**src/rtl/cfc_pkg.sv**
```systemverilog
package cfc_pkg;

   // Default geometry, handed to the top-level parameters.
   localparam int CHUNK_WIDTH_DEF  = 16;
   localparam int CHUNK_HEIGHT_DEF = 256;
   localparam int MAX_CHUNKS_DEF   = 4096;

   localparam int PLANE_COUNT = 6;
   localparam int QUEUE_DEPTH = 4;

   // Fixed field widths.
   localparam int COORD_W       = 12;
   localparam int BLOCK_W       = 17;
   localparam int CHUNK_TOTAL_W = 13;
   localparam int BLOCK_TOTAL_W = 29;
   localparam int NORM_W        = 12;
   localparam int DIST_W        = 28;
   localparam int CSR_DATA_W    = 64;
   localparam int CSR_INDEX_W   = 3;

   localparam logic [BLOCK_TOTAL_W-1:0] BLOCK_LIMIT     = BLOCK_TOTAL_W'(268435456);
   localparam logic [CHUNK_TOTAL_W-1:0] CHUNK_FIELD_MAX = '1;

   // Register indexes of the configuration port.
   localparam logic [CSR_INDEX_W-1:0] CSR_PLANE_LEFT  = 3'd0;
   localparam logic [CSR_INDEX_W-1:0] CSR_CULL_ENABLE = 3'd6;

   // One plane as it is packed in its 64-bit register.
   typedef struct packed {
      logic signed [DIST_W-1:0] offset;
      logic signed [NORM_W-1:0] nz;
      logic signed [NORM_W-1:0] ny;
      logic signed [NORM_W-1:0] nx;
   } plane_type;

   // A classified request waiting for the frame counters.
   typedef struct packed {
      logic               visible;
      logic [BLOCK_W-1:0] block_count;
      logic               frame_start;
   } cull_item_type;

endpackage

```
**src/rtl/cfc_back.sv**
```systemverilog
module cfc_back #(
   parameter int MAX_CHUNKS = cfc_pkg::MAX_CHUNKS_DEF
) (
   input  logic                                 clock,
   input  logic                                 reset,
   input  logic                                 q_empty,
   input  cfc_pkg::cull_item_type               q_item,
   output logic                                 q_pop,
   output logic                                 rsp_empty,
   input  logic                                 rsp_pop,
   output logic                                 rsp_visible,
   output logic [cfc_pkg::CHUNK_TOTAL_W-1:0]    rsp_chunks_drawn,
   output logic [cfc_pkg::BLOCK_TOTAL_W-1:0]    rsp_blocks_drawn
);
   import cfc_pkg::*;

   localparam logic [CHUNK_TOTAL_W-1:0] CHUNK_CAP =
      (MAX_CHUNKS > 8191) ? CHUNK_FIELD_MAX : CHUNK_TOTAL_W'(MAX_CHUNKS);

   logic                       out_valid_ff;
   logic                       take;
   logic [CHUNK_TOTAL_W-1:0]   chunk_total_ff, chunk_total_in, chunk_base;
   logic [BLOCK_TOTAL_W-1:0]   block_total_ff, block_total_in, block_base;
   logic [BLOCK_TOTAL_W:0]     block_sum;
   logic                       visible_ff;

   // The output register frees up in the same cycle that it is popped.
   assign take  = ~q_empty & (~out_valid_ff | rsp_pop);
   assign q_pop = take;

   always_comb begin
      chunk_base     = q_item.frame_start ? '0 : chunk_total_ff;
      block_base     = q_item.frame_start ? '0 : block_total_ff;
      block_sum      = {1'b0, block_base} + (BLOCK_TOTAL_W + 1)'(q_item.block_count);
      chunk_total_in = chunk_base;
      block_total_in = block_base;
      if (q_item.visible) begin
         chunk_total_in = (chunk_base < CHUNK_CAP) ? chunk_base + 1'b1 : CHUNK_CAP;
         block_total_in = (block_sum > {1'b0, BLOCK_LIMIT}) ? BLOCK_LIMIT
                                                             : block_sum[BLOCK_TOTAL_W-1:0];
      end
   end

   always_ff @(posedge clock) begin
      if (reset) begin
         out_valid_ff   <= 1'b0;
         chunk_total_ff <= '0;
         block_total_ff <= '0;
      end else begin
         if (take) begin
            out_valid_ff   <= 1'b1;
            chunk_total_ff <= chunk_total_in;
            block_total_ff <= block_total_in;
         end else if (rsp_pop) begin
            out_valid_ff <= 1'b0;
         end
      end
   end

   always_ff @(posedge clock) begin
      if (take) begin
         visible_ff <= q_item.visible;
      end
   end

   assign rsp_empty        = ~out_valid_ff;
   assign rsp_visible      = visible_ff;
   assign rsp_chunks_drawn = chunk_total_ff;
   assign rsp_blocks_drawn = block_total_ff;

endmodule

```
**config.mk**
```make
export PLATFORM = sky130hd
export DESIGN_NAME = cfc_back
export DESIGN_NICKNAME = d
export VERILOG_FILES = /design/src/rtl/cfc_pkg.sv /design/src/rtl/cfc_back.sv
export SDC_FILE = /design/constraint.sdc
export NUM_CORES = 1
export LEC_CHECK = 0
export CAP_MARGIN = 20
export CORE_AREA = 2 2 95 106
export CTS_CLUSTER_SIZE = 40
export DETAILED_ROUTE_END_ITERATION = 10
export DIE_AREA = 0 0 97 108
export DONT_BUFFER_PORTS = 1
export GPL_TIMING_DRIVEN = 0
export PLACE_DENSITY_LB_ADDON = 0.25
export SYNTH_ARGS = -nofsm -noshare
export SYNTH_HDL_FRONTEND = slang
export SYNTH_SLANG_ARGS = --single-unit
```
**constraint.sdc**
```tcl
create_clock -name clock -period 6.8 [get_ports clock]
set_input_delay 0.34 -clock clock [delete_from_list [all_inputs] [get_ports clock]]
set_output_delay 0.34 -clock clock [all_outputs]
set_load 0.05 [all_outputs]
```
==> summary by stage <==
Run status
The flow ran to the end, and the final reports show no timing, DRC or antenna violations.

CTS
The clock tree root driver cell is sky130_fd_sc_hd__clkbuf_8. The post-CTS clock slew at the launch and capture registers of the worst setup and hold paths is 0.10 ns. The hold buffer count at cts is 0. The later pin in the worst-skew pair is clocked with a latency of 0.31 ns. The total CTS buffers is 5. The number of buffers inserted by post-CTS setup repair is 0. The maximum clock path buffer count is 2. The H-tree generated during clock tree synthesis spans 2 levels. The CTS tree is yes.

In this run, post-CTS repair resized a total of 0 instances. CTS saw 44 sinks.

Floorplanning
The die area is ~10000 um^2. The die is between 100 and 150 um tall. The initial core utilization is 33.6%.

68 I/O pins were placed. The placeable core region is 9310 um^2. The total number of placement rows is 37.

The horizontal die dimension is 97 um.

Cells and area
The share of final-layout standard cells stronger than drive strength 1 is 6.78%. The final instance area is roughly 3400 um^2. The final net count is roughly 440.

From synthesis to final layout, the design area changed by 8.36%. The count of antenna diodes in the layout is 0. The filler cells instantiated in the layout total 990. The final standard cell count with taps included and fillers excluded is around 520.

Synthesis
The post-synthesis cell count is 390. The synthesis-stage register bit count is 44. The number of synthesized flops with an enable pin is 1. The fraction of registers with async set or reset after synthesis is 0%. The share of the yosys chip area belonging to registers is 28.5%. The total of warnings raised by yosys is 0.

The post-synth design cell area is 3130 um^2. When the netlist entered floorplanning its net count stood at about 430. The synthesized area per cell is ~8.0 um^2. The number of distinct library cell variants in the gate-level netlist after synthesis is 62.

The most used flip-flop cell after synthesis is sky130_fd_sc_hd__dfxtp_1.

STA
The setup total negative slack is 0 ns. The count of endpoints failing hold in the final timing report is 0. At the pin with the least slew margin, the transition time is 1.05 ns.

Setup violations remaining at the end of the flow were counted as 0. Measured against its own limit, the worst slew margin works out to between 30% and 40%. The final count of pins violating max slew is 0. Derived from the worst setup path, the maximum achievable clock frequency is 0.231 GHz. The final worst-path cycle share is roughly 64%. The final-layout worst hold slack is 0.121 ns.

The worst path in the final design needs a cycle of around 4.3 ns, including I/O delays and setup. Setup repair after global routing left no endpoint under its margin. The setup skew after layout is around 0.011 ns.

Job
The max-capacitance violation count is 0.

Setup path
The critical-path maximum fanout is 10. The category of the most critical setup path is in -> reg. The kind of cell adding the most delay to the critical path is buffers and inverters. The worst setup path is captured at a flip-flop. The critical path buffer and inverter count is 5. The startpoint kind of the worst setup timing path is an input pin.

STA puts the critical path data arrival time at 4.59 ns. The slowest stage of the critical path is the sky130_fd_sc_hd__nor3_2 cell. The worst stage delay on the critical path is 0.64 ns. Counting stages on the worst path, the most repeated cell is sky130_fd_sc_hd__clkbuf_1.

The signal on the critical path passes through clkbuf_1 > clkbuf_1 > clkbuf_1 > nor2b_1 > ha_1 > inv_1 > fa_1 > nor2b_1 > o31ai_1 > a21oi_4 > o211ai_2 > o211ai_1 > nor3_2 > buf_2 > a22o_1. The critical path data required time is between 7 and 8 ns.

Drt
The routed length on met3 is 413 um. The detailed router used layers up to and including met4. The DRC marker count from the first detailed-route iteration is 130. The post-route met1 wirelength is 4140 um. Wires add up to 8950 um.

After detailed routing, the average wire length per cell comes to 17.4 um. Detailed routing placed a total of 4350 um of wire on met2. In the routed design, unresolved DRC markers number 0.

The first detailed-routing pass took 4 iterations. The vias per cell is 5.74. Once detail routing completed, the nets flagged for antenna violations numbered 0.

The via total after detailed routing is around 3000.

Min path
The min-delay analysis places its worst path in the category in -> reg.

Placement
Input and output buffers added on the ports amount to 0. The half-perimeter wire length after placement is approximately 6800 um. The number of instances in the placed design is 507. Routability-driven placement finished with a final weighted congestion of 0.817. In this run the cell area measured after placement is roughly 3300 um^2.

Power
The maximum VDD drop is 0.0776 mV. The leakage power is 1.29 nW. The total power per unit cell area is 179 nW/um^2.

GRT
The initial antenna violation count was 0. The via count of the first global-routing pass is approximately 3000. Global routing consumed, over all layers together, 16.9% of the routing resources. Global routing finished with a remaining overflow of 0. The first global-routing pass estimated 14600 um of wire. Entering global routing, the biggest net connects 16 pins.
==> state kept, by name (all words and copies together) (netlist names) <==
| name | cells |
|---|---|
| rsp_visible | 1 |
| out_valid_ff | 1 |
| rsp_blocks_drawn | 29 |
| rsp_chunks_drawn | 13 |
==> report_power, final <==
group | internal [mW] | switching (mW) | total [mW] | leakage, nW
logic | 0.0334 | 0.0582 | 0.0915 | 0.882
registers | 0.266 | 0.0306 | 0.296 | 0.358
clock network | 0.111 | 0.107 | 0.218 | 0.0548
total | 0.410 | 0.195 | 0.605 | 1.29
==> synth_stat cells, drive strengths merged (7+ instances only) <==
| cell type | count | share of area (%) |
|---|---|---|
| a22o | 15 | 4.2 |
| nand2 | 37 | 4.4 |
| nor2 | 36 | 4.3 |
| nor2b | 25 | 5.0 |
| nand2b | 7 | 1.4 |
| a21oi | 32 | 5.5 |
| nand4 | 11 | 2.2 |
| a32oi | 7 | 2.0 |
| ha | 18 | 7.2 |
| dfxtp | 43 | 28 |
| clkbuf | 13 | 1.6 |
| xnor2 | 10 | 2.8 |
| xor2 | 7 | 2.0 |
| and3 | 9 | 1.8 |
| a31oi | 9 | 1.8 |
| o21ai | 28 | 4.6 |
| inv | 7 | 0.84 |
==> cells in the final DEF, fill, tap and decap left out, types with 4 or more instances in the layout <==
| cell type | Yosys | layout |
|---|---|---|
| sky130_fd_sc_hd__dfxtp_1 | 43 | 43 |
| sky130_fd_sc_hd__nand2_1 | 37 | 37 |
| sky130_fd_sc_hd__nor2_1 | 36 | 36 |
| sky130_fd_sc_hd__a21oi_1 | 31 | 31 |
| sky130_fd_sc_hd__o21ai_0 | 26 | 26 |
| sky130_fd_sc_hd__nor2b_1 | 25 | 25 |
| sky130_fd_sc_hd__ha_1 | 18 | 18 |
| sky130_fd_sc_hd__a22o_1 | 15 | 15 |
| sky130_fd_sc_hd__clkbuf_1 | 12 | 12 |
| sky130_fd_sc_hd__nand4_1 | 11 | 11 |
| sky130_fd_sc_hd__xnor2_1 | 10 | 10 |
| sky130_fd_sc_hd__and3_1 | 9 | 9 |
| sky130_fd_sc_hd__a31oi_1 | 9 | 9 |
| sky130_fd_sc_hd__nand2b_1 | 7 | 7 |
| sky130_fd_sc_hd__inv_1 | 7 | 7 |
| sky130_fd_sc_hd__a32oi_1 | 7 | 7 |
| sky130_fd_sc_hd__xor2_1 | 7 | 7 |
| sky130_fd_sc_hd__nand3_1 | 6 | 6 |
| sky130_fd_sc_hd__a21o_1 | 5 | 5 |
| sky130_fd_sc_hd__o211ai_1 | 5 | 5 |
| sky130_fd_sc_hd__clkbuf_8 | 0 | 5 |
| sky130_fd_sc_hd__and2_1 | 4 | 4 |
==> worst reg2reg max path, stage by stage, from the launching register on <==
cell                      delay (ns)
sky130_fd_sc_hd__dfxtp_1        0.67
sky130_fd_sc_hd__nor2b_1        0.20
sky130_fd_sc_hd__ha_1           0.18
sky130_fd_sc_hd__inv_1          0.05
sky130_fd_sc_hd__fa_1           0.40
sky130_fd_sc_hd__nor2b_1        0.17
sky130_fd_sc_hd__o31ai_1        0.17
sky130_fd_sc_hd__a21oi_4        0.26
sky130_fd_sc_hd__o21ai_2        0.14
sky130_fd_sc_hd__o21a_4         0.23
sky130_fd_sc_hd__nor3_2         0.65
sky130_fd_sc_hd__buf_2          0.36
sky130_fd_sc_hd__a22o_1         0.15
==> metal layers <==
layer,track usage (%),vias to the layer above
li1,-,1470
met2,30.7,65
met1,20.7,1419
met3,4.01,4
met5,0,-
met4,3.12,0
==> cells by family after synthesis <==
kind of cell / share of synthesized area [%]
simple gates: 26.7
compound gates: 29.2
flops: 28.5
buf+inv: 3.04
fa+ha+maj: 7.84
xor+xnor: 4.76
==> area by class of cell <==
class | instances | area [um^2] | share of cell area [%]
clock buffer | 5 | 68.8 | 2.03
sequential | 44 | 891 | 26.3
multi-input combinational | 322 | 2140 | 63.2
inverter | 7 | 26.3 | 0.775
tap | 117 | 146 | 4.32
buffer | 17 | 68.8 | 2.03
clock inverter | 3 | 46.3 | 1.37
==> per-stage QoR <==
step | worst slack [ns] | util [%] | power [mW]
floorplan | 3.16 | - | 0.372
global placement | 2.07 | 35.2 | 0.393
detailed placement | 2.15 | 35.2 | 0.394
CTS | 2.45 | 36.4 | 0.619
global route | 2.10 | 36.4 | 0.637
finish | 2.46 | 36.4 | 0.605
==> path summary, 6_finish.rpt <==
kind	start	end	slack, ns	cells after the start
worst max register to register	rsp_blocks_drawn[0]	rsp_blocks_drawn[7]	3.11	12
worst min-delay path	q_item[18]	rsp_visible	0.12	0
worst max-delay path	q_item[0]	rsp_blocks_drawn[7]	2.46	15
worst min register to register	out_valid_ff	out_valid_ff	0.52	2
Power figures use the tool's default switching activity.
