<file path="config.mk">
export PLATFORM = sky130hd
export DESIGN_NAME = cfc_queue
export DESIGN_NICKNAME = d
export VERILOG_FILES = /design/src/rtl/cfc_pkg.sv /design/src/rtl/cfc_queue.sv
export SDC_FILE = /design/constraint.sdc
export NUM_CORES = 1
export LEC_CHECK = 0
export BUFFER_PORTS_ARGS = -buffer_cell sky130_fd_sc_hd__buf_2
export CAP_MARGIN = 30
export CORE_MARGIN = 5
export CORE_UTILIZATION = 60
export CTS_CLUSTER_DIAMETER = 30
export CTS_CLUSTER_SIZE = 20
export DETAILED_ROUTE_END_ITERATION = 10
export PLACE_DENSITY = 0.93
export SLEW_MARGIN = 40
export SYNTH_ARGS = -nofsm -noshare
export SYNTH_HDL_FRONTEND = slang
export SYNTH_SLANG_ARGS = --single-unit
</file>
<file path="constraint.sdc">
create_clock -name clock -period 3.71 [get_ports clock]
set_clock_uncertainty 0.05 [all_clocks]
set_input_delay 0.371 -clock clock [delete_from_list [all_inputs] [get_ports clock]]
set_output_delay 0.371 -clock clock [all_outputs]
set_load 0.01 [all_outputs]
</file>
<file path="src/rtl/cfc_pkg.sv">
package cfc_pkg;

   // Default geometry, handed to the top-level parameters.
   localparam int CHUNK_WIDTH_DEF  = 16;
   localparam int CHUNK_HEIGHT_DEF = 256;
   localparam int MAX_CHUNKS_DEF   = 4096;

   localparam int PLANE_COUNT = 6;
   localparam int QUEUE_DEPTH = 4;

   // Fixed field widths.
   localparam int COORD_W       = 12;
   localparam int BLOCK_W       = 17;
   localparam int CHUNK_TOTAL_W = 13;
   localparam int BLOCK_TOTAL_W = 29;
   localparam int NORM_W        = 12;
   localparam int DIST_W        = 28;
   localparam int CSR_DATA_W    = 64;
   localparam int CSR_INDEX_W   = 3;

   localparam logic [BLOCK_TOTAL_W-1:0] BLOCK_LIMIT     = BLOCK_TOTAL_W'(268435456);
   localparam logic [CHUNK_TOTAL_W-1:0] CHUNK_FIELD_MAX = '1;

   // Register indexes of the configuration port.
   localparam logic [CSR_INDEX_W-1:0] CSR_PLANE_LEFT  = 3'd0;
   localparam logic [CSR_INDEX_W-1:0] CSR_CULL_ENABLE = 3'd6;

   // One plane as it is packed in its 64-bit register.
   typedef struct packed {
      logic signed [DIST_W-1:0] offset;
      logic signed [NORM_W-1:0] nz;
      logic signed [NORM_W-1:0] ny;
      logic signed [NORM_W-1:0] nx;
   } plane_type;

   // A classified request waiting for the frame counters.
   typedef struct packed {
      logic               visible;
      logic [BLOCK_W-1:0] block_count;
      logic               frame_start;
   } cull_item_type;

endpackage

</file>
<file path="src/rtl/cfc_queue.sv">
module cfc_queue (
   input  logic                   clock,
   input  logic                   reset,
   input  logic                   push,
   input  cfc_pkg::cull_item_type push_item,
   output logic                   full,
   input  logic                   pop,
   output logic                   empty,
   output cfc_pkg::cull_item_type head_item
);
   import cfc_pkg::*;

   localparam int PW = $clog2(QUEUE_DEPTH);
   localparam int CW = $clog2(QUEUE_DEPTH + 1);

   cull_item_type       entry_ff [QUEUE_DEPTH];
   logic [PW-1:0]       wr_ptr_ff, wr_ptr_in;
   logic [PW-1:0]       rd_ptr_ff, rd_ptr_in;
   logic [CW-1:0]       count_ff, count_in;
   logic                do_push, do_pop;

   assign full      = (count_ff == CW'(QUEUE_DEPTH));
   assign empty     = (count_ff == '0);
   assign do_push   = push & ~full;
   assign do_pop    = pop & ~empty;
   assign head_item = entry_ff[rd_ptr_ff];

   always_comb begin
      wr_ptr_in = wr_ptr_ff;
      rd_ptr_in = rd_ptr_ff;
      count_in  = count_ff;
      if (do_push) begin
         wr_ptr_in = (wr_ptr_ff == PW'(QUEUE_DEPTH - 1)) ? '0 : wr_ptr_ff + 1'b1;
      end
      if (do_pop) begin
         rd_ptr_in = (rd_ptr_ff == PW'(QUEUE_DEPTH - 1)) ? '0 : rd_ptr_ff + 1'b1;
      end
      if (do_push & ~do_pop) begin
         count_in = count_ff + 1'b1;
      end else if (do_pop & ~do_push) begin
         count_in = count_ff - 1'b1;
      end
   end

   always_ff @(posedge clock) begin
      if (reset) begin
         wr_ptr_ff <= '0;
         rd_ptr_ff <= '0;
         count_ff  <= '0;
      end else begin
         wr_ptr_ff <= wr_ptr_in;
         rd_ptr_ff <= rd_ptr_in;
         count_ff  <= count_in;
      end
   end

   always_ff @(posedge clock) begin
      if (do_push) begin
         entry_ff[wr_ptr_ff] <= push_item;
      end
   end

endmodule

</file>
==> metrics.md, run 1 <==
| Metric | Value |
|---|---|
| Status | `finished clean` |
| Synth warnings | `0` |
| Clock root buffer | `clkbuf_8` |
| Final Cell Area | `around 3700 um^2` |
| Combinational fraction of design power | `a little over a fifth` |
| Share of cells above drive strength 1 | `around 43%` |
| Setup violations, final | `0` |
| Ports | `44` |
| Maximum VDD drop | `about 0.00039 V` |
| Initial antenna violation count | `0` |
| First-pass detailed-route iteration total | `4` |
| Port bufs | `43` |
| Die area | `about 7000 um^2` |
| CTS tree | `built` |
| Clock tree buffer depth | `2` |
| Post-synthesis sequential area ratio | `about three quarters` |
| Pleak | `between 1 and 1.5 nW` |
| Clock slew at reported path FFs | `0.08 ns` |
| Slew @ Worst Pin | `about 0.52 ns` |
| M1 GR Usage | `20.99%` |
| CTS Hold Bufs | `0` |
| Busiest grt layer | `met2` |
| Sw Share | `25.18%` |
| WL final | `5.309 mm` |
| Unrepaired setup endpoints after global routing | `false` |
| Cts bufs inserted | `9` |
| Post-layout util | `72.33%` |
| Max Cap Viol | `0` |
| Critical path data required time | `approximately 3.9 ns` |
| Vias per cell | `about 5.7` |
| Power density over the cells | `around 670 nW/um^2` |
| Sequential Power Share | `between 40% and 50%` |
| Synth Register Bits | `between 80 and 90` |
| Crit path max fanout | `7` |
| Final setup TNS | `0 ns` |
| Slew Viols, Final | `0` |
| Die Y-Extent | `~84 um` |
| Core area | `~5200 um^2` |
| CTS sink cnt | `85` |
| Largest net degree at the start of global routing | `20` |
| Drt wl/cell | `19.52 um` |
| DR vias | `1539` |
| Met2 GRT Util | `a little over a quarter` |
| GRT overflow | `0` |
| Post-synth ARST share | `0%` |
| Worst path cell trace | `or3b_1 > clkinv_4 > nor2_2 > ha_1 > inv_1 > fa_1 > xor2_1 > or3_1 > a21oi_1` |
| H-tree level count | `3` |
| Post-DRT Antenna Nets | `0` |
| Critical Path AT | `around 2.6 ns` |
| Max transition margin | `65.42%` |
| Final total power | `2.492 mW` |
| DP Worst Slack | `between 1 and 1.5 ns` |
| Post-Layout Cell Count | `around 270` |
| Final worst slack | `between 1 and 1.5 ns` |
| Vias in the first global route | `1651` |
| P_sw | `approximately 0.63 mW` |
| Crit. End Element | `flop` |
| Int Pwr | `1.865 mW` |
| Synth cell types | `27` |
| Clock Power Share | `between 20% and 30%` |
| Total GRT Usage | `16.73%` |
| Critical Setup Path Class | `reg2reg` |
| GPL Wtd Cong | `0.8039` |
| Nets@finish | `228` |
| Clk_lat worst skew | `roughly 0.34 ns` |
| Number of flops mapped to enable cells by yosys | `76` |
| Period minus WS final | `~2.3 ns` |
| DP Area | `3515 um^2` |
| Period Utilization, post-route | `between 60% and 70%` |
| Mapped Area | `between 3000 and 4000 um^2` |
| Global-route wire length before repair | `roughly 8.6 mm` |
| Post-Route Hold Slack | `approximately 0.19 ns` |
| Die width | `about 84 um` |
| Post-synthesis cell count | `~150` |
| Starting Density | `62.68%` |
| Starting DRT DRC Count | `130` |
| Mapped Avg Cell Area | `about 22 um^2` |
| Final HPWL DP | `approximately 3.4 mm` |
| Placed cell count | `approximately 260` |
| Top_reg_cell synth | `edfxtp_1` |
| M3 GR Usage | `5.824%` |
| Final hold violations | `0` |
| Antenna Cells | `0` |
| Setup bufs post-CTS | `0` |
| FP Rows | `26` |
| Worst Hold Class | `in2reg` |
| Post-CTS sizing | `0` |
| CP Launch Type | `flop` |
| FMAX | `between 400 and 500 MHz` |
| CP max stage delay | `0.45 ns` |
| Syn_nets | `around 180` |
| CP max-delay cell | `dfxtp_1` |
| # DRC | `0` |
| Synth-to-Final Area Change | `15.40%` |
## flip-flops by register name, indices dropped and copies added, names as in the netlist, named ones only
register   cells
rd_ptr_ff      2
wr_ptr_ff      2
count_ff       3
entry_ff      76
## layout make-up
type | instances | area (um^2)
flip-flops and latches | 85 | 2464
fillers | 298 | 1431
multi-input cells | 53 | 703.2
well taps | 70 | 87.58
repair buffers | 44 | 222.7
clock inverters | 6 | 102.6
inverters | 5 | 37.54
clock buffers | 9 | 123.9
## synth_stat cells (2+ instances only)
master,count,share of area (%)
buf_6,2,0.69
o31ai_2,2,0.77
a21oi_1,3,0.46
nor3_1,2,0.31
ha_1,6,2.3
nand3_1,2,0.31
and3_1,4,0.77
xor2_1,2,0.54
mux4_2,19,13
dfxtp_1,9,5.6
inv_1,3,0.35
mux2i_1,2,0.62
nor2_1,3,0.35
or3_1,2,0.39
edfxtp_1,76,70
## critical path, delay by kind of cell, from the launching register on
family | cells | cell delay, ns
DFF | 1 | 0.45
xor gates and xnor gates | 1 | 0.16
buffers and inverters | 2 | 0.15
and+or+nand+nor | 3 | 0.73
AOI/OAI and AO/OA | 1 | 0.13
adders and majority gates | 2 | 0.59
## routing by layer
| layer | share of wire (%) | vias up | wire [um] |
|---|---|---|---|
| met2 | 52 | 49 | 2765 |
| li1 | - | 699 | - |
| met3 | 4.9 | 10 | 260 |
| met4 | 1.5 | 0 | 78 |
| met1 | 42 | 781 | 2205 |
| met5 | 0 | - | 0 |
## path summary, 6_finish.rpt
kind                      from             end  slack (ns)  cells past startpoint
hold / removal    push_item[7]  entry_ff[0][7]        0.19                      1
setup / recovery   count_ff[0]     count_ff[2]        1.39                      9
hold reg to reg   rd_ptr_ff[0]    rd_ptr_ff[0]        0.47                      2
setup reg to reg   count_ff[0]     count_ff[2]        1.39                      9
## kinds of logic (layout without fill, tap and decap cells)
| family | count (synthesis) | in the layout | synth area share [%] |
|---|---|---|---|
| flip-flops | 85 | 85 | 75.96 |
| AND/OR/NAND/NOR | 16 | 16 | 2.702 |
| buffers and inverters | 11 | 64 | 2.508 |
| XOR/XNOR | 2 | 2 | 0.5404 |
| adder cells (fa/ha/maj) | 7 | 7 | 2.933 |
| AO/OA/AOI/OAI | 7 | 7 | 1.543 |
| multiplexers | 21 | 21 | 13.82 |
## power groups by stage
stage / Clock [mW] / Combinational (mW) / Sequential, mW
global route: 0.794 / 0.597 / 1.23
detailed placement: 0 / 0.548 / 1.24
global placement: 0 / 0.535 / 1.23
CTS: 0.751 / 0.551 / 1.22
finish: 0.733 / 0.541 / 1.22
floorplan: 0 / 0.399 / 1.21
## cells in the final DEF (no fill, tap or decap), drive strengths merged
master	synthesis	final
a21oi	3	3
and3	4	4
buf	4	44
bufinv	1	4
clkbuf	2	9
clkinv	1	4
dfxtp	9	9
edfxtp	76	76
fa	1	1
ha	6	6
inv	3	3
mux2i	2	2
mux4	19	19
nand2	1	1
nand3	2	2
nor2	4	4
nor3	2	2
o21ai	2	2
o31ai	2	2
or3	2	2
or3b	1	1
xor2	2	2
(Power assumes the default switching activity.)
==> run 2, diff against run 1 <==
--- a/config.mk
+++ b/config.mk
@@ -5,14 +5,15 @@
 export SDC_FILE = /design/constraint.sdc
 export NUM_CORES = 1
 export LEC_CHECK = 0
+export ABC_AREA = 1
 export BUFFER_PORTS_ARGS = -buffer_cell sky130_fd_sc_hd__buf_2
 export CAP_MARGIN = 30
 export CORE_MARGIN = 5
-export CORE_UTILIZATION = 60
+export CORE_UTILIZATION = 51
 export CTS_CLUSTER_DIAMETER = 30
 export CTS_CLUSTER_SIZE = 20
 export DETAILED_ROUTE_END_ITERATION = 10
-export PLACE_DENSITY = 0.93
+export PLACE_DENSITY = 0.85
 export SLEW_MARGIN = 40
 export SYNTH_ARGS = -nofsm -noshare
 export SYNTH_HDL_FRONTEND = slang
==> constraint.sdc (replaced) <==
create_clock -name clock -period 2.1 [get_ports clock]
set_clock_uncertainty 0.05 [all_clocks]
set_input_delay 0.21 -clock clock [delete_from_list [all_inputs] [get_ports clock]]
set_output_delay 0.21 -clock clock [all_outputs]
set_load 0.01 [all_outputs]
==> run 2 against run 1 <==
Against the previous run: combinational power grew to 2.6 times the previous value; sequential power is 78% higher; via count rose by 35%; register-to-register slack worse by 1.2 ns; clock power rose by 83%; sequential share of layout area is 2.4 points lower; fmax rose by 20%; clock-buffer cell count increased by 1; critical path depth did not move; synthesized cell count increased by 71%; non-clock buffer count up 6; synthesized area rose by 3.7%.
==> metrics.md, run 2 <==
| Metric | Value |
|---|---|
| Status | `finished clean` |
| Die width | `91.18 um (+9.2%)` |
| Biggest regs | `entry_ff (76), count_ff (3)` |
| Crit. End Element | `flop` |
| Post-Layout Cell Count | `387 (+42%)` |
| Top_reg_cell synth | `edfxtp_1` |
| Worst Hold Class | `in2reg` |
| Critical path data required time | `2.28 ns (-1.66 ns)` |
| Sequential Power Share | `44.2% (-4.7 points)` |
| Combinational fraction of design power | `28.5% (+6.8 points)` |
| Worst r2r dst | `count_ff[1]` |
| Count leader, synth | `edfxtp_1` |
| R2R Setup Slk | `0.17 ns (-1.22 ns)` |
| Sw Share | `31.66% (+6.5 points)` |
| Die area | `8313 um^2 (+19%)` |
| Antenna Cells | `0 (unchanged)` |
| Largest register FFs | `76 (unchanged)` |
| Final hold violations | `0 (unchanged)` |
| Port bufs | `43 (unchanged)` |
| Number of flops mapped to enable cells by yosys | `76 (unchanged)` |
| Die Y-Extent | `91.18 um (+9.2%)` |
| Largest reg by FF count | `entry_ff` |
| Starting Density | `52.63% (-10 points)` |
| Share of cells above drive strength 1 | `25.16% (-17 points)` |
| Period Utilization, post-route | `91.76% (+29 points)` |
| Global-route wire length before repair | `10.01 mm (+17%)` |
| Synth cell types | `24 (-11%)` |
| Clock Power Share | `27.3% (-2.1 points)` |
| Most frequent cells in the layout | `edfxtp_1, nor2_1, buf_2, o21ai_0, o22ai_1` |
| Slew Viols, Final | `0 (unchanged)` |
| GRT overflow | `0 (unchanged)` |
| Vias per cell | `5.382 (-4.9%)` |
| Maximum VDD drop | `0.0006815 V (+76%)` |
| Largest net degree at the start of global routing | `39 (+95%)` |
| Synth Register Bits | `85 (unchanged)` |
| Clock slew at reported path FFs | `0.08 ns (about the same)` |
| Clock tree buffer depth | `2 (unchanged)` |
| Mapped Avg Cell Area | `13.18 um^2 (-39%)` |
| # DRC | `0 (unchanged)` |
| Hold depth | `1 (unchanged)` |
| CP Launch Type | `flop` |
| Slew @ Worst Pin | `0.6287 ns (+0.1099 ns)` |
| Worst r2r src | `count_ff[1]` |
| Vias in the first global route | `2123 (+29%)` |
| Mapped Area | `3361 um^2 (+3.7%)` |
| Unrepaired setup endpoints after global routing | `false` |
| Reg2Reg Depth | `9 (unchanged)` |
| Clk_lat worst skew | `0.33 ns (about the same)` |
| CP startpoint | `count_ff[1]` |
| Critical Setup Path Class | `reg2reg` |
| Synth-to-Final Area Change | `15.45% (about the same)` |
| WL final | `6.283 mm (+18%)` |
| Critical Path AT | `2.11 ns (-0.44 ns)` |
| Final HPWL DP | `3.714 mm (+8.2%)` |
| Clock root buffer | `clkbuf_8` |
| H-tree level count | `3 (unchanged)` |
| Syn_nets | `285 (+59%)` |
| Commonest non-fill, non-tap cell in the layout | `edfxtp_1` |
| Total GRT Usage | `15.53% (-1.2 points)` |
| Core area | `6386 um^2 (+23%)` |
| Post-DRT Antenna Nets | `0 (unchanged)` |
| CTS sink cnt | `85 (unchanged)` |
| FP Rows | `29 (+12%)` |
| Setup violations, final | `0 (unchanged)` |
| Commonest cells post-synth | `edfxtp_1, nor2_1, o21ai_0, o22ai_1, inv_1` |
| P_sw | `1.558 mW (+150%)` |
| Ports | `44 (unchanged)` |
| Top post-synthesis cells by area | `edfxtp_1, nor2_1, o21ai_0` |
| Int Pwr | `3.364 mW (+80%)` |
| Worst setup path end | `count_ff[1]` |
| Initial antenna violation count | `0 (unchanged)` |
| Placed cell count | `370 (+44%)` |
| CTS tree | `built` |
| Fillers | `465 (+56%)` |
| Pleak | `1.460 nW (+11%)` |
| Crit path max fanout | `7 (unchanged)` |
| Drt wl/cell | `16.24 um (-17%)` |
| Starting DRT DRC Count | `176 (+35%)` |
| Period minus WS final | `1.927 ns (-0.3940 ns)` |
| Max Cap Viol | `0 (unchanged)` |
| Final setup TNS | `0 ns (unchanged)` |
| Post-synthesis sequential area ratio | `73.27% (-2.7 points)` |
| Cts bufs inserted | `9 (unchanged)` |
| Nets@finish | `335 (+47%)` |
| Post-synthesis cell count | `255 (+71%)` |
| GPL Wtd Cong | `0.8188 (+1.9%)` |
| Synth area leader | `edfxtp_1` |
| Max transition margin | `58.03% (-7.4 points)` |
| Post-synth ARST share | `0% (unchanged)` |
| DR vias | `2083 (+35%)` |
| First-pass detailed-route iteration total | `4 (unchanged)` |
| Power density over the cells | `1269 nW/um^2 (+90%)` |
| FMAX | `518.9 MHz (+20%)` |
| Area fraction of the dominant cell type after synthesis | `67.91% (-2.5 points)` |
| Synth warnings | `0 (unchanged)` |
run 2: power by group through the flow:
stage,Sequential [mW],Combinational [mW],Clock [mW]
floorplan,2.18,0.988,0
global placement,2.20,1.34,0
detailed placement,2.21,1.39,0
CTS,2.17,1.42,1.37
global route,2.20,1.57,1.43
finish,2.17,1.40,1.34
run 2: area by class of cell:
cell class / instances / area [um^2] / share of cell area (%)
clock buffer: 10 / 127.6 / 3.289
clock inverter: 6 / 111.4 / 2.870
inverter: 18 / 67.56 / 1.741
multi-input combinational: 141 / 743.2 / 19.16
sequential: 85 / 2464 / 63.50
tap: 77 / 96.34 / 2.483
timing repair buffer: 50 / 270.3 / 6.965
run 2: kinds of logic (layout without fill, tap and decap cells):
logic type      count (synthesis)  in the layout  share of synthesized area, %
fa+ha+maj                       7              7                         2.829
xor+xnor                        1              1                        0.2607
simple gates                   73             73                         8.786
compound gates                 60             60                         9.866
buf+inv                        29             84                         4.988
flops                          85             85                         73.27
run 2: routing by layer:
layer	up-vias	global-route usage (%)	part of all wire [%]
met5	-	0	0
met4	0	8.068	2.4
met3	15	4.628	6.4
met2	54	25.78	52
met1	1003	18.21	39
li1	1011	-	-
run 2: how the worst min path moves through the flow:
stage | start | to | slack, ns
floorplan | reset | count_ff[0] | 0.23
global placement | reset | count_ff[0] | 0.33
detailed placement | reset | count_ff[0] | 0.34
CTS | push_item[17] | entry_ff[3][17] | 0.02
global route | push_item[10] | entry_ff[3][10] | 0.02
finish | push_item[4] | entry_ff[0][4] | 0.03
run 2: what timing repair did:
item | in CTS | in global routing
hold buffers | 1 | 0
endpoints found under the hold margin | 1 | 0
setup endpoints to repair | 0 | 2
resized for setup | 0 | 2
setup buffers | 0 | 0
run 2: stage by stage:
stage	power, mW	setup WS (ns)	hold WS, ns	utilization (%)	area (um^2)
after floorplan	3.166	0.2072	0.2324	-	3361
after global placement	3.543	0.2326	0.3319	56.80	3627
after detailed placement	3.597	0.1444	0.3364	56.80	3627
after CTS	4.954	0.1145	0.01972	60.70	3876
after global routing	5.197	0.01080	0.01751	60.76	3880
final	4.922	0.1730	0.03197	60.76	3880
run 2: critical path: stages (launching register included):
cell and delay, ns:
dfxtp_1 0.35, nor2_2 0.16, nand2_2 0.09, nand2_2 0.16
inv_1 0.06, ha_1 0.21, inv_1 0.09, fa_1 0.42
o21ai_0 0.17, nor2_1 0.06
==> run 3, diff against run 2 <==
--- a/config.mk
+++ b/config.mk
@@ -5,7 +5,6 @@
 export SDC_FILE = /design/constraint.sdc
 export NUM_CORES = 1
 export LEC_CHECK = 0
-export ABC_AREA = 1
 export BUFFER_PORTS_ARGS = -buffer_cell sky130_fd_sc_hd__buf_2
 export CAP_MARGIN = 30
 export CORE_MARGIN = 5
==> constraint.sdc (replaced) <==
create_clock -name clock -period 1.7 [get_ports clock]
set_clock_uncertainty 0.05 [all_clocks]
set_input_delay 0.34 -clock clock [delete_from_list [all_inputs] [get_ports clock]]
set_output_delay 0.34 -clock clock [all_outputs]
set_load 0.01 [all_outputs]
==> run 3 against run 2 <==
Against the previous run: worst hold slack improved by 0.11 ns; the run now ends with setup timing left; via count fell by 21%; combinational power rose by 28%; global-route usage rose by 0.087 points; power rose by 19%; first-iteration DRC count fell by 51%; clock-buffer cell count did not move.
==> metrics.md, run 3 (synthesized netlist as in run 1, its figures left out) <==
| Metric | Value |
|---|---|
| Ports | `44 (unchanged)` |
| CP Launch Type | `flop` |
| Most frequent cells in the layout | `edfxtp_1, buf_2, buf_4, mux4_2, buf_6` |
| Sequential Power Share | `45.4% (+1.2 points)` |
| Final worst slack | `-0.2817 ns (-0.4548 ns)` |
| GRT overflow | `0 (unchanged)` |
| Maximum VDD drop | `0.0006969 V (+2.3%)` |
| Failing checks | `setup timing` |
| Status | `finished with violations` |
| WL final | `5.918 mm (-5.8%)` |
| H-tree level count | `3 (unchanged)` |
| Die width | `89.73 um (-1.6%)` |
| Cts bufs inserted | `9 (unchanged)` |
| First-pass detailed-route iteration total | `4 (unchanged)` |
| CP max-delay cell | `mux4_2` |
| Wl on met1 | `2.348 mm (-5.2%)` |
| DP Area | `3736 um^2 (+3.0%)` |
| Worst Hold Class | `in2reg` |
| Total GRT Usage | `15.61% (+0.087 points)` |
| Final HPWL DP | `4.040 mm (+8.8%)` |
| CTS tree | `built` |
| Critical Setup Path Class | `reg2out` |
| Int Pwr | `4.261 mW (+27%)` |
| Critical path data required time | `1.31 ns (-0.97 ns)` |
| Clock Power Share | `24.0% (-3.3 points)` |
| Largest register FFs | `76 (unchanged)` |
| Critical Path AT | `1.59 ns (-0.52 ns)` |
| Nets@finish | `254 (-24%)` |
| Routed length on met3 | `220 um (-46%)` |
| Global-route wire length before repair | `9.515 mm (-4.9%)` |
| Crit path max fanout | `7 (unchanged)` |
| Core area | `6277 um^2 (-1.7%)` |
| Clock root buffer | `clkbuf_8` |
| Unrepaired setup endpoints after global routing | `true` |
| FMAX | `~500 MHz` |
| CTS Hold Bufs | `0 (-1)` |
| Period minus WS final | `1.982 ns` |
| Final setup TNS | `-5.372 ns (-5.372 ns)` |
| Starting Density | `51.64% (-0.98 points)` |
| Max transition margin | `83.58% (+26 points)` |
| DR vias | `1638 (-21%)` |
| Largest net degree at the start of global routing | `20 (-49%)` |
| CTS sink cnt | `85 (unchanged)` |
| # DRC | `0 (unchanged)` |
| CP max stage delay | `0.53 ns (+0.11 ns)` |
| P_sw | `1.586 mW (+1.8%)` |
| Slew @ Worst Pin | `0.2463 ns (-0.3824 ns)` |
| Drt wl/cell | `19.34 um (+19%)` |
| Pleak | `1.493 nW (+2.2%)` |
| Vias per cell | `5.353 (-0.55%)` |
| Synth-to-Final Area Change | `27.52%` |
| Commonest non-fill, non-tap cell in the layout | `edfxtp_1` |
| Post-DRT Antenna Nets | `0 (unchanged)` |
| Max Cap Viol | `0 (unchanged)` |
| Share of cells above drive strength 1 | `51.97% (+27 points)` |
| Die Y-Extent | `89.73 um (-1.6%)` |
| Power density over the cells | `1414 nW/um^2 (+12%)` |
| Slew Viols, Final | `0 (unchanged)` |
| Vias in the first global route | `1801 (-15%)` |
| Final total power | `5.847 mW (+19%)` |
| Biggest regs | `entry_ff (76), count_ff (3)` |
| Port bufs | `43 (unchanged)` |
| Crit. End Element | `output port` |
| Final hold violations | `0 (unchanged)` |
| Worst path cell trace | `buf_12 > mux4_2 > buf_6` |
| DP Worst Slack | `-0.3053 ns (-0.4496 ns)` |
| Die area | `8051 um^2 (-3.1%)` |
| Largest reg by FF count | `entry_ff` |
| GPL Wtd Cong | `0.7238 (-12%)` |
| Period Utilization, post-route | `116.6%` |
| Highest metal used | `met4` |
| Final Cell Area | `4134 um^2 (+6.5%)` |
| Antenna Cells | `0 (unchanged)` |
| Initial antenna violation count | `0 (unchanged)` |
| Clk_lat worst skew | `0.35 ns (+0.02 ns)` |
| Starting DRT DRC Count | `87 (-51%)` |
| Sw Share | `27.13% (-4.5 points)` |
| Combinational fraction of design power | `30.7% (+2.2 points)` |
| FP Rows | `29 (unchanged)` |
| Clock tree buffer depth | `2 (unchanged)` |
| Setup violations, final | `22 (+22)` |
| Clock slew at reported path FFs | `0.08 ns (about the same)` |
| Met2 WL | `3.231 mm (-0.58%)` |
[run 3: cell types whose count changed in the layout (fill, tap and decap cells not counted), moves of 4 or more]
cell,previous run,this run
and3_1,0,4
o22ai_1,19,0
buf_4,6,20
nor2_1,48,3
buf_2,43,28
mux4_2,0,19
o21ai_0,37,1
nand2_1,12,1
inv_1,16,2
nor2_2,7,0
buf_6,0,17
[run 3: critical path: cells and delay by family, from the launching register on]
kind / cells / cell delay, ns
mux: 1 / 0.53
flops: 1 / 0.41
buf+inv: 2 / 0.29
[run 3: cell type report]
type | count | area (um^2)
sequential | 85 | 2472
fill | 412 | 2143
multi-input combinational | 53 | 744.5
timing repair buffer | 70 | 584.3
clock buffer | 10 | 127.6
tap | 77 | 96.34
clock inverter | 6 | 71.32
inverter | 5 | 37.54
[run 3: worst paths after layout]
path | start | to | slack [ns] | cells after the start
worst max-delay path | flop | head_item[11] | -0.28 | 3
worst min-delay path | push_item[12] | entry_ff[1][12] | 0.14 | 1
worst max register to register | count_ff[2] | count_ff[2] | -0.27 | 9
worst min register to register | rd_ptr_ff[0] | flop | 0.46 | 2
[run 3: timing repair]
item | in CTS | in global routing
setup endpoints to repair | 22 | 23
cloned | 1 | 0
pin swaps | 3 | 3
gates resized for setup | 17 | 11
buffers inserted | 3 | 1
[run 3: per-stage QoR]
stage	std cells	hold slack (ns)	utilization [%]
2_1_floorplan	149	0.3889	-
3_3_place_gp	286	0.4413	59.52
3_5_place_dp	286	0.4520	59.52
4_1_cts	306	0.1170	64.78
5_1_grt	306	0.1249	65.86
6_report	306	0.1416	65.86
[run 3: power by group through the flow]
stage               clock network [mW]  logic [mW]  registers (mW)
floorplan                            0       0.883            2.66
finish                            1.40        1.79            2.65
detailed placement                   0        1.46            2.68
global route                      1.54        1.94            2.68
CTS                               1.45        1.70            2.65
global placement                     0        1.42            2.66
[run 3: per-layer routing]
| layer | vias up | global-route usage [%] |
|---|---|---|
| met4 | 0 | 7.557 |
| met3 | 9 | 4.090 |
| met5 | - | 0 |
| li1 | 756 | - |
| met1 | 839 | 18.46 |
| met2 | 34 | 26.40 |
